==> src/rtl/ambb_pkg.sv <==
`default_nettype none
package ambb_pkg;

   localparam int MAX_WIDTH  = 64;
   localparam int MAX_HEIGHT = 64;
   localparam int STORE_SIZE = MAX_WIDTH * MAX_HEIGHT;
   localparam int ADDR_W     = (STORE_SIZE > 1) ? $clog2(STORE_SIZE) : 1;
   localparam int W_BITS     = $clog2(MAX_WIDTH + 1);
   localparam int H_BITS     = $clog2(MAX_HEIGHT + 1);
   localparam int XI_BITS    = (MAX_WIDTH > 1) ? $clog2(MAX_WIDTH) : 1;
   localparam int YI_BITS    = (MAX_HEIGHT > 1) ? $clog2(MAX_HEIGHT) : 1;

   localparam int PIX_W      = 24;
   localparam int CH_BITS    = 8;
   localparam int NUM_CH     = PIX_W / CH_BITS;
   localparam logic [CH_BITS-1:0] CH_MAX = 8'hFF;
   localparam logic [8:0] ROW_LIMIT = 9'd511;

   localparam int REQ_DATA_W = 48;
   localparam int REQ_USER_W = 2;
   localparam int RSP_DATA_W = 32;
   localparam int CSR_ADDR_W = 5;
   localparam int CSR_DATA_W = 32;

   typedef enum logic [1:0] {
      OP_WRITE = 2'd0,
      OP_READ  = 2'd1,
      OP_BLEND = 2'd2,
      OP_NONE  = 2'd3
   } opcode_type;

   typedef enum logic [2:0] {
      REG_DST_WIDTH  = 3'd0,
      REG_DST_HEIGHT = 3'd1,
      REG_OFFSET_X   = 3'd2,
      REG_OFFSET_Y   = 3'd3,
      REG_MASK_WIDTH = 3'd4,
      REG_FILL_COLOR = 3'd5,
      REG_SPARE_6    = 3'd6,
      REG_SPARE_7    = 3'd7
   } reg_index_type;

   typedef enum logic [2:0] {
      ST_IDLE,
      ST_ADDR,
      ST_READ,
      ST_BLEND,
      ST_DONE
   } state_type;

   typedef struct packed {
      logic [6:0] dst_width;
      logic [6:0] dst_height;
      logic [8:0] offset_x;
      logic [8:0] offset_y;
      logic [7:0] mask_width;
   } geom_type;

   typedef struct packed {
      logic              lands;
      logic [ADDR_W-1:0] addr;
   } walk_type;

endpackage
`default_nettype wire

==> src/rtl/ambb_blend.sv <==
`default_nettype none
module ambb_blend (
   input  logic                        clock,
   input  logic                        load,
   input  logic [ambb_pkg::PIX_W-1:0]  color,
   input  logic [ambb_pkg::PIX_W-1:0]  dst,
   input  logic [7:0]                  alpha,
   output logic [ambb_pkg::PIX_W-1:0]  blended
);
   import ambb_pkg::*;

   logic [PIX_W-1:0] blended_ff, blended_in;
   logic [CH_BITS-1:0] inv;
   logic [2*CH_BITS:0] sum [NUM_CH];

   always_comb begin
      inv = CH_MAX - alpha;
      for (int i = 0; i < NUM_CH; i++) begin
         sum[i] = (2*CH_BITS+1)'(color[i*CH_BITS +: CH_BITS] * alpha)
                + (2*CH_BITS+1)'(dst[i*CH_BITS +: CH_BITS] * inv);
         blended_in[i*CH_BITS +: CH_BITS] = sum[i][2*CH_BITS-1:CH_BITS];
      end
   end

   always_ff @(posedge clock) begin
      if (load) begin
         blended_ff <= blended_in;
      end
   end

   assign blended = blended_ff;

endmodule
`default_nettype wire

==> config.mk <==
export PLATFORM = sky130hd
export DESIGN_NAME = ambb_blend
export DESIGN_NICKNAME = d
export VERILOG_FILES = /design/src/rtl/ambb_pkg.sv /design/src/rtl/ambb_blend.sv
export SDC_FILE = /design/constraint.sdc
export NUM_CORES = 1
export LEC_CHECK = 0
export CORE_MARGIN = 2
export CORE_UTILIZATION = 50
export DETAILED_ROUTE_END_ITERATION = 16
export DONT_BUFFER_PORTS = 1
export HOLD_SLACK_MARGIN = 0.08
export PLACE_DENSITY = 0.8
export SLEW_MARGIN = 20
export SYNTH_ARGS = -nofsm -noshare
export SYNTH_HDL_FRONTEND = slang
export SYNTH_SLANG_ARGS = --single-unit
==> constraint.sdc <==
create_clock -name clock -period 7.2 [get_ports clock]
set_input_delay 1.44 -clock clock [delete_from_list [all_inputs] [get_ports clock]]
set_output_delay 1.44 -clock clock [all_outputs]
set_load 0.03 [all_outputs]
; Word level (Yosys, flattened, before mapping)
; Cells that the tools add are included.
[totals]
reg_bits = 24
in_bits = 58
elab_cells = 11
[classes]
n_mul = 6
n_addsub = 4
[ops]
columns = operator, count
row1 = 8-bit by 8-bit multiplier with 16-bit output, 6
row2 = 16-bit adder, 3
row3 = "8-bit subtractor, first input constant", 1

; Logic depth before layout (Yosys ltp)
[logic_depth]
depth_word = 3
ltp_mapped = 21
mapped_depth_nobuf = 19

; Worst setup path after synthesis
; OpenSTA, ideal clock, no wires.
[synth_timing]
path_kind = input to register
startpoint = input alpha[3]
endpoint = register blended_ff[10] (netlist: blended[10]) (data pin)
setup_ns = 0.259
path_buffers = 3
t_required_ns = 6.941
t_arrival_ns = 6.573
stages = 19
slack_ns = 0.368
path_cell_list = clkbuf_1 > clkbuf_1 > buf_2 > nand2_1 > fa_1 > fa_1 > inv_1 > fa_1 > fa_1 > fa_1 > inv_1 > fa_1 > inv_1 > ha_1 > and3_1 > a221o_1 > o21a_1 > o22a_1 > xor2_1
[synth_between]
elab_chain_len = 3
word_cells_on_any_way = 4
cone_classes = add/sub (2) / mul (2)
[synth_rtl]
columns = element, line
row1 = start: declaration, ambb_blend.sv:7  ; input logic [7:0] alpha,
row2 = 8-bit subtractor, ambb_blend.sv:17  ; inv = CH_MAX - alpha;
row3 = 8-bit by 8-bit multiplier with 16-bit output, ambb_blend.sv:20  ; + (2*CH_BITS+1)'(dst[i*CH_BITS +: CH_BITS] * inv);
row4 = 16-bit adder (*), ambb_blend.sv:20
row5 = net blended_in[10], ambb_blend.sv:12  ; logic [PIX_W-1:0] blended_ff, blended_in;
row6 = end signal: assignment, ambb_blend.sv:27  ; blended_ff <= blended_in;
row7 = end: declaration, ambb_blend.sv:12
; Mark *: on every way through the listed nets, which the timed path passes. The rest lies on a longest branch.
; A chain may end at the register's enable or synchronous reset.

; Worst setup path in the final report
[layout_timing]
startpoint = input alpha[4]
endpoint = register blended_ff[7] (netlist: blended[7]) (data pin)
; Same word-level chain as after synthesis.

==> out/metrics.csv <==
metric,value,unit
cts_tree,built,
fmax,163,MHz
design_area,13800,um^2
slowest_stage,fa_1,
cpMostUsedCell,fa_1,
pre_cts_slack,0.749,ns
synth_largest_area_cell,fa_1,
antenna_found_initial,0,
ctsResizeCount,0,
synth_nets,1964,
synthMuxAreaShare,0.000746,
io_pins,82,
synth_enable_flop_cells,24,
yosysWarnings,0,
cts.htree.levels,1,
cp-end-kind,register,
cp.required,7.22,ns
crit_chain,and2_1 -> fa_1 -> inv_1 -> fa_1 -> inv_1 -> fa_1 -> fa_1 -> fa_1 -> inv_1 -> fa_1 -> inv_1 -> ha_1 -> nand4_1 -> or4b_1 -> nand3_2 -> o31a_4 -> o211ai_1,
yosysTopAreaCellShare,0.425,
start_util,0.512,
synthAdderAreaFrac,0.593,
cts.clk_slew.worst_paths,0.08,ns
crit_fanout,48,
first_iter_violations,384,
die_w,168,um
synth_commonest_cells,"410 x inv_1, 285 x fa_1, 180 x ha_1, 139 x nor2b_1, 111 x and2_1",
hold_viol,0,
syn_to_final_growth,2.58,%
dp.cells,1737,
postSynth.asyncResetShare,0,
p_leak,7.23,nW
synthMostInstantiatedCell,inv_1,
track_usage,0.213,
rsz0062_at_grt,no,
cts.sinks,24,
ir_drop,362,uV
slew_viol_final,0,
drt-wirelength-per-cell,16.0,um
dieArea,28200,um^2
place_area,13700,um^2
slew_headroom,0.719,
synth_cell_types,42,
synth_flop_cell,edfxtp_1,
place.port_buffers,0,
critical_path_class,primary input to register,
grt_pass1_vias,10100,
largest_reg_flops,24,
holdBufCountCts,0,
viasPerCell,5.16,
numCtsBuffers,3,
synth_compound_area_frac,0.0284,
finalCriticalPeriod,6.13,ns
rows,59,
synth_top_family_by_area,adder cells,
arrival,6.14,ns
coreArea,26200,um^2
status,completed,
die_y,168,um
setup_viol_count_final,0,
clock_path_buffers,2,
crit_family,adder cells,
grt-ovfl-total,0,
drv_cap,0,
drive_gt1_frac,0.00641,
hold_class,primary input to register,
yosysSeqAreaShare,0.0537,
syn_area,13400,um^2
ys_seq_elements,24,
fin_tns_setup,0,ns
grt_first_pass_wirelength,48.3,mm
fin_cells,1740,
synth_area_per_cell,9.31,um^2
post-cts-setup-buffers,0,
synth.top_cells.by_area,"fa_1 43%, ha_1 17%, inv_1 11%",
hpwlAfterDp,22.4,mm
critPathBufInv,4,
synthSimpleGateAreaFrac,0.176,
cellPowerDensity,441,nW/um^2
via_count,8971,
fin_hold_ws,1.27,ns
start_kind,primary input,
route.final.wire_length,27.9,mm
ant_nets,0,
n_antenna_cell,0,
fin_ws,1.07,ns
synthCells,1441,
slowest_delay,0.53,ns
cts_root_buffer,clkbuf_16,
place.gp.congestion,0.857,
fin_crit_sh,0.851,
drc,0,
tightest_slew,0.420,ns
grt_max_degree,49,
synth-xor-area-share,0.0219,
drtPass1Iterations,5,
layout.nets,1930,
-- metrics by stage --
stage	total power, mW	utilization
4_1_cts	6.12	0.525
5_1_grt	6.91	0.525
3_3_place_gp	5.70	0.522
2_1_floorplan	4.90	-
6_report	6.07	0.525
3_5_place_dp	5.95	0.522
-- worst paths after layout --
| check | from | cells past startpoint | endpoint | slack (ns) |
|---|---|---|---|---|
| setup / recovery | alpha[4] | 17 | blended[7] | 1.07 |
| hold / removal | load | 0 | blended[8] | 1.27 |
-- placed cells by master (no fill, tap or decap), drive strengths merged, types with 3 or more instances in the layout --
cell type  count
o21ai         11
xnor2         21
nand4          3
nand3          3
nor2b        139
a21oi         13
nor3           4
and2         111
ha           180
fa           285
xor2          10
inv          410
edfxtp        24
nand2         84
nand2b        56
o211ai         6
a211oi         4
a21o           6
clkbuf         3
nor2           9
-- cells by family after synthesis --
logic type / after synthesis
buffers and inverters: 449
and+or+nand+nor: 415
AOI/OAI and AO/OA: 55
adders and majority gates: 465
DFF: 24
xor gates and xnor gates: 32
muxes: 1
-- routing by layer --
metal / wire, um / track usage / share of wire
met1: 11800 / 0.273 / 0.42
met2: 14100 / 0.379 / 0.51
met3: 1580 / 0.0331 / 0.056
met4: 446 / 0.0499 / 0.016
met5: 0 / 0 / 0
-- area by class of cell --
cell class	instances	area [um^2]
Clock buffer	3	75.1
Fill cell	2337	12400
Inverter	410	1540
Multi-Input combinational cell	968	11000
Sequential cell	24	721
Tap cell	335	419
-- power breakdown --
part	internal [mW]	switching, mW
logic	2.35	2.90
registers	0.511	0.171
clock network	0.0744	0.0655
total	2.93	3.14
Power figures use the tool's default switching activity.
