`src/rtl/ambb_pkg.sv`:
```
`default_nettype none
package ambb_pkg;

   localparam int MAX_WIDTH  = 64;
   localparam int MAX_HEIGHT = 64;
   localparam int STORE_SIZE = MAX_WIDTH * MAX_HEIGHT;
   localparam int ADDR_W     = (STORE_SIZE > 1) ? $clog2(STORE_SIZE) : 1;
   localparam int W_BITS     = $clog2(MAX_WIDTH + 1);
   localparam int H_BITS     = $clog2(MAX_HEIGHT + 1);
   localparam int XI_BITS    = (MAX_WIDTH > 1) ? $clog2(MAX_WIDTH) : 1;
   localparam int YI_BITS    = (MAX_HEIGHT > 1) ? $clog2(MAX_HEIGHT) : 1;

   localparam int PIX_W      = 24;
   localparam int CH_BITS    = 8;
   localparam int NUM_CH     = PIX_W / CH_BITS;
   localparam logic [CH_BITS-1:0] CH_MAX = 8'hFF;
   localparam logic [8:0] ROW_LIMIT = 9'd511;

   localparam int REQ_DATA_W = 48;
   localparam int REQ_USER_W = 2;
   localparam int RSP_DATA_W = 32;
   localparam int CSR_ADDR_W = 5;
   localparam int CSR_DATA_W = 32;

   typedef enum logic [1:0] {
      OP_WRITE = 2'd0,
      OP_READ  = 2'd1,
      OP_BLEND = 2'd2,
      OP_NONE  = 2'd3
   } opcode_type;

   typedef enum logic [2:0] {
      REG_DST_WIDTH  = 3'd0,
      REG_DST_HEIGHT = 3'd1,
      REG_OFFSET_X   = 3'd2,
      REG_OFFSET_Y   = 3'd3,
      REG_MASK_WIDTH = 3'd4,
      REG_FILL_COLOR = 3'd5,
      REG_SPARE_6    = 3'd6,
      REG_SPARE_7    = 3'd7
   } reg_index_type;

   typedef enum logic [2:0] {
      ST_IDLE,
      ST_ADDR,
      ST_READ,
      ST_BLEND,
      ST_DONE
   } state_type;

   typedef struct packed {
      logic [6:0] dst_width;
      logic [6:0] dst_height;
      logic [8:0] offset_x;
      logic [8:0] offset_y;
      logic [7:0] mask_width;
   } geom_type;

   typedef struct packed {
      logic              lands;
      logic [ADDR_W-1:0] addr;
   } walk_type;

endpackage
`default_nettype wire

```
`src/rtl/ambb_mask_walk.sv`:
```
`default_nettype none
module ambb_mask_walk (
   input  logic               clock,
   input  logic               reset,
   input  logic               take,
   input  logic               first,
   input  ambb_pkg::geom_type geom,
   output ambb_pkg::walk_type walk
);
   import ambb_pkg::*;

   logic [7:0]         col_ff, col_in;
   logic [8:0]         row_ff, row_in;
   logic [XI_BITS-1:0] xpos_ff, xpos_in;
   logic [YI_BITS-1:0] ypos_ff, ypos_in;
   logic               inside_ff, inside_in;

   logic [7:0]         col_eff;
   logic [8:0]         row_eff;
   logic signed [9:0]  xs;
   logic signed [10:0] ys;
   logic [W_BITS-1:0]  w;
   logic [H_BITS-1:0]  h;
   logic [8:0]         limit;
   logic [8:0]         col_inc;

   always_comb begin
      w = (32'(geom.dst_width) > MAX_WIDTH) ? W_BITS'(MAX_WIDTH) : W_BITS'(geom.dst_width);
      h = (32'(geom.dst_height) > MAX_HEIGHT) ? H_BITS'(MAX_HEIGHT)
                                              : H_BITS'(geom.dst_height);
      col_eff = first ? 8'd0 : col_ff;
      row_eff = first ? 9'd0 : row_ff;
      xs = $signed({geom.offset_x[8], geom.offset_x}) + $signed({2'b00, col_eff});
      ys = $signed({{2{geom.offset_y[8]}}, geom.offset_y}) + $signed({2'b00, row_eff});
      inside_in = !xs[9] && !ys[10] && (32'(xs[8:0]) < 32'(w)) && (32'(ys[9:0]) < 32'(h));
      xpos_in = XI_BITS'(xs[8:0]);
      ypos_in = YI_BITS'(ys[9:0]);
      limit = (geom.mask_width == 8'd0) ? 9'd256 : {1'b0, geom.mask_width};
      col_inc = {1'b0, col_eff} + 9'd1;
      if (col_inc >= limit) begin
         col_in = 8'd0;
         row_in = (row_eff < ROW_LIMIT) ? row_eff + 9'd1 : row_eff;
      end else begin
         col_in = col_inc[7:0];
         row_in = row_eff;
      end
   end

   always_ff @(posedge clock) begin
      if (reset) begin
         col_ff <= 8'd0;
         row_ff <= 9'd0;
         inside_ff <= 1'b0;
      end else if (take) begin
         col_ff <= col_in;
         row_ff <= row_in;
         inside_ff <= inside_in;
      end
   end

   always_ff @(posedge clock) begin
      if (take) begin
         xpos_ff <= xpos_in;
         ypos_ff <= ypos_in;
      end
   end

   assign walk.lands = inside_ff;
   assign walk.addr = ADDR_W'(ypos_ff) * ADDR_W'(w) + ADDR_W'(xpos_ff);

endmodule
`default_nettype wire

```
`config.mk`:
```
export PLATFORM = sky130hd
export DESIGN_NAME = ambb_mask_walk
export DESIGN_NICKNAME = d
export VERILOG_FILES = /design/src/rtl/ambb_pkg.sv /design/src/rtl/ambb_mask_walk.sv
export SDC_FILE = /design/constraint.sdc
export NUM_CORES = 1
export LEC_CHECK = 0
export BUFFER_PORTS_ARGS = -buffer_cell sky130_fd_sc_hd__buf_2
export CELL_PAD_IN_SITES_DETAIL_PLACEMENT = 0
export CELL_PAD_IN_SITES_GLOBAL_PLACEMENT = 1
export CORE_MARGIN = 1.5
export CORE_UTILIZATION = 45
export DETAILED_ROUTE_END_ITERATION = 10
export PLACE_DENSITY = 0.85
export SLEW_MARGIN = 5
export SYNTH_ARGS = -nofsm -noshare
export SYNTH_HDL_FRONTEND = slang
export SYNTH_SLANG_ARGS = --single-unit
```
`constraint.sdc`:
```
create_clock -name clock -period 8.85 [get_ports clock]
set_clock_uncertainty 0.15 [all_clocks]
set_input_delay 1.77 -clock clock [delete_from_list [all_inputs] [get_ports clock]]
set_output_delay 1.77 -clock clock [all_outputs]
set_load 0.05 [all_outputs]
```
## After elaboration in Yosys (flattened, before gate mapping)

Cells that the tools add are included.
Widths: inputs -> output; s select.

| operators by class | value |
|---|---|
| $add $sub $neg | 5 |
| multipliers | 1 |
| magnitude comparators | 6 |
| muxes and demuxes | 8 |
| reductions and logical operators | 6 |

Operators with widths:

| kind | number |
|---|---|
| $mux 9 | 4 |
| $mux 8 | 2 |
| $gt 7x7->1 const B | 2 |
| $mux 7 | 2 |
| $add 12x6->12 | 1 |
| $mul 6x7->12 | 1 |
| $add 9x10->11 | 1 |
| $add 9x9->10 | 1 |
| $lt 10x7->1 | 1 |
| $add 8x1->9 const B | 1 |
| $add 9x1->9 const B | 1 |
| $ge 9x9->1 | 1 |
| $lt 9x7->1 | 1 |
| $lt 9x9->1 const B | 1 |
| $logic_not 8->1 | 1 |
| $logic_and 1x1->1 | 3 |
| $logic_not 1->1 | 2 |

| storage, ports and cells | value |
|---|---|
| flip-flop bits (word level) | 30 |
| input bits | 44 |

## Longest topological paths before layout

| logic depth | value |
|---|---|
| depth after elaboration | 6 |
| mapped depth | 16 |

## Worst setup path after synthesis

OpenSTA, ideal clock, no wires.

| timing | value |
|---|---|
| path kind | input to output |
| start | in geom[39] in the netlist's numbering |
| end | out walk[11] in the netlist's numbering |
| data arrival time | 6.333 ns |
| required time | 6.930 ns |
| path slack | 0.597 ns |
| cell stages on the path | 15 |
| cells stage by stage | clkbuf_1 nor2b_1 and2_1 fa_1 inv_1 fa_1 fa_1 inv_1 fa_1 ha_1 o21ai_0 nor2_1 o41ai_1 o21ai_0 xnor2_1 |

RTL lines:

| item | RTL line | text |
|---|---|---|
| from (decl) | ambb_mask_walk.sv:7 | `input ambb_pkg::geom_type geom,` |
| to (decl) | ambb_mask_walk.sv:8 | `output ambb_pkg::walk_type walk` |

==> metrics.md <==
| Metric | Value |
|---|---|
| Initial antenna violation count | 0 |
| VDD IR max | around 0.1 mV |
| Placed cell area | between 0.004 and 0.005 mm^2 |
| Sequential Area | roughly 700 um^2 |
| Layout cells sized above 1 | between 10 and 15% |
| Hold_buf cts | 0 |
| Net Switching | around 0.27 mW |
| Chip width | around 99 um |
| Pwr Total | about 0.63 mW |
| Row Count | 34 |
| CTS buffer count | 5 |
| Yosys warnings | 0 |
| TritonCTS Sinks | 30 |
| Final wirelength | a little over 9 mm |
| Final Cycle Share | 92.2% |
| Worst skew pair latency | just under 300 ps |
| Setup crit start kind | input pin |
| Switching Share | about 43% |
| Clock Pin Slew Worst Setup and Hold Paths | roughly 70 ps |
| Fmax | 123 MHz |
| Largest net degree at the start of global routing | 29 |
| # diodes | 0 |
| Vias in the first global route | ~3,600 |
| Fin crit period | between 8000 and 9000 ps |
| Post-Syn Instances | approximately 480 |
| Post_cts resized | 0 |
| Design area | 0.00462 mm^2 |
| Crit Path Category | in2out |
| Starting Density | a little under half |
| Placer Congestion | ~0.86 |
| Total grt overflow | 0 |
| H-tree depth | 2 |
| Largest area contributor in the netlist | ha_1 |
| Status | completed |
| Netlist Area Pre-Place | between 0.004 and 0.005 mm^2 |
| Synth top area share | between 20 and 25% |
| Synth area leaders | ha_1 (22%), fa_1 (12%), dfxtp_1 (8.8%), edfxtp_1 (8.8%), xnor2_1 (5.5%) |
| ANT nets after route | 0 |
| Largest delay share family, worst path | adder cells |
| Avg Cell Area, Syn | between 8 and 9 um^2 |
| Crit end category | output pin |
| Filler cell count | between 800 and 900 |
| RSZ-0062 raised after global routing | no |
| Post-Layout Cell Count | around 640 |
| Clock power share | 26.5% |
| Final setup viols | 0 |
| I/O pin total | 57 |
| Logic gate share of total power | ~49% |
| Final Util | 52.5% |
| First-pass GRT wire length | roughly 16 mm |
| Overall via count from detail_route | around 3,400 |
| CTS tree | done |
| CP Data Arrival Time | 6240 ps |
| Buffers & Inverters on Critical Path | 3 |
| Wire per inst | roughly 14 um |
| Lkg Pwr | 2.18 nW |
| Final Max Tran Viols | 0 |
| GRT Total Usage | about a fifth |
| # nets final | between 600 and 700 |
| Vias per Instance | 5.37 |
| Cell mode on critical path | fa_1 |
| Core Region | 0.00881 mm^2 |
| Clock Tree Buf Depth | 2 |
| Worst path slowest cell | fa_1 |
| Max_slew headroom | 42.9% |
| Tightest hold margin | between 300 and 400 ps |
| First-pass iteration count of the detailed router | 8 |
| Pwr dens | approximately 140 mW/mm^2 |
| Register area share after synthesis | approximately 18% |
| Fin. Hold Viols | 0 |
| Crit path largest cell delay | 550 ps |
| DIE AREA | ~0.01 mm^2 |
| Area of the multi-input gates | ~0.0032 mm^2 |
| DR iter-0 viols | between 150 and 200 |
| Area added between synthesis and finish | 12.2% |
| Buffers on Ports | 56 |
| Mapped Nets | around 620 |
| Crit path max fanout | 14 |
| Reg power frac | about 24% |
| Synth cell types | approximately 50 |
| CP cell instances | buf_2, nor2b_1, nand2_1, fa_1, fa_1, fa_1, inv_1, fa_1, ha_1, o21ai_0, nor2_1, o41ai_1, o21ai_0, xnor2_1, buf_2 |
| Setup bufs post-CTS | 0 |
| Hold Path Class | reg2reg |
| Hpwl dp | approximately 7.5 mm |
| Pre-CTS setup slack | about 670 ps |
| DRC violations left | 0 |
| Int Power | 0.363 mW |
| Post-route setup TNS | 0 ps |
| Worst Path Required | ~7000 ps |
| Setup ws final | ~690 ps |
| Chip height | between 90 and 100 um |
| Inst Count DP | approximately 630 |
| Slew @ Worst Pin | about 850 ps |
| Root Buffer | clkbuf_8 |
| #FFs+latches synth | 30 |
| Max_cap viols | 0 |
[cell usage in the layout (no fill, tap or decap), types with 5 or more instances in the layout]
master	instances
xnor2_1	26
nand3_1	16
inv_1	41
and2_1	30
xor2_1	9
o211ai_1	6
nor2b_1	22
nand2_1	49
edfxtp_1	12
nand4_1	6
nor2_1	30
nor3_1	8
dfxtp_1	18
clkbuf_8	5
fa_1	25
ha_1	71
a21oi_1	22
o21ai_0	10
buf_2	56
[cells in the mapped netlist, drive strengths merged]
master and number:
ha 71, buf 2, a31o 1, a21oi 23
a221o 2, a21boi 1, dfxtp 18, or4 2
a211oi 4, nor4b 3, nand2 49, o21ai 12
mux2 3, xor2 9, nor4 3, nor3 8
nor2 30, o21bai 2, a2111oi 1, o211a 3
a32oi 1, o211ai 6, nand3 16, a22oi 1
and3b 1, xnor2 27, fa 25, and4 2
mux2i 1, o21a 3, nand4b 2, and3 6
inv 41, a21o 5, nand2b 4, o41ai 3
and2 30, a211o 1, clkbuf 9, a31oi 3
nor2b 22, o221ai 1, edfxtp 12, nand4 6
[layout make-up]
| class | instances | share of cell area, % |
|---|---|---|
| clock buffer | 5 | 1.49 |
| inverter | 41 | 3.33 |
| sequential | 30 | 15.6 |
| timing repair buffer | 56 | 6.07 |
| clock inverter | 3 | 1.38 |
| tap | 108 | 2.92 |
| multi-input combinational | 393 | 69.2 |
[state kept, by name (all words and copies together), names as in the netlist]
signal	flops
ypos_ff	6
col_ff	8
xpos_ff	6
row_ff	9
inside_ff	1
[power groups by stage]
stage          sequential, mW  combinational (mW)  clock, mW
4_1_cts                 0.153               0.315      0.171
3_5_place_dp            0.156               0.313          0
6_report                0.153               0.311      0.168
2_1_floorplan           0.154               0.244          0
5_1_grt                 0.153               0.344      0.176
3_3_place_gp            0.155               0.306          0
[worst min-delay path: stages (launching register included)]
cell and delay, ps:
dfxtp_1 310, nand2_1 60, a21oi_1 50
[cell families (layout without fill, tap and decap cells)]
logic type | after synthesis | in the layout | share of synthesized area, %
DFF | 30 | 30 | 17.5
buffers and inverters | 52 | 105 | 4.83
adders and majority gates | 96 | 96 | 33.7
xor gates and xnor gates | 36 | 36 | 7.84
AOI/OAI and AO/OA | 73 | 73 | 12.0
muxes | 4 | 4 | 1.06
and+or+nand+nor | 184 | 184 | 23.1
[metal layers]
layer,routed length (um),vias up,global-route usage (%)
met3,235,6,2.55
met1,3980,1599,23.5
met5,0,-,0
met2,4790,56,38.2
met4,61,0,3.52
li1,-,1755,-
[path summary, 6_finish.rpt]
path	cells past startpoint	slack, ps	end	from
worst max-delay path	15	690	walk[11]	geom[39]
worst min-delay path	2	310	col_ff[6]	col_ff[6]
worst max register to register	14	5190	inside_ff	col_ff[0]
worst min register to register	2	310	col_ff[6]	col_ff[6]
(Power assumes the default switching activity.)
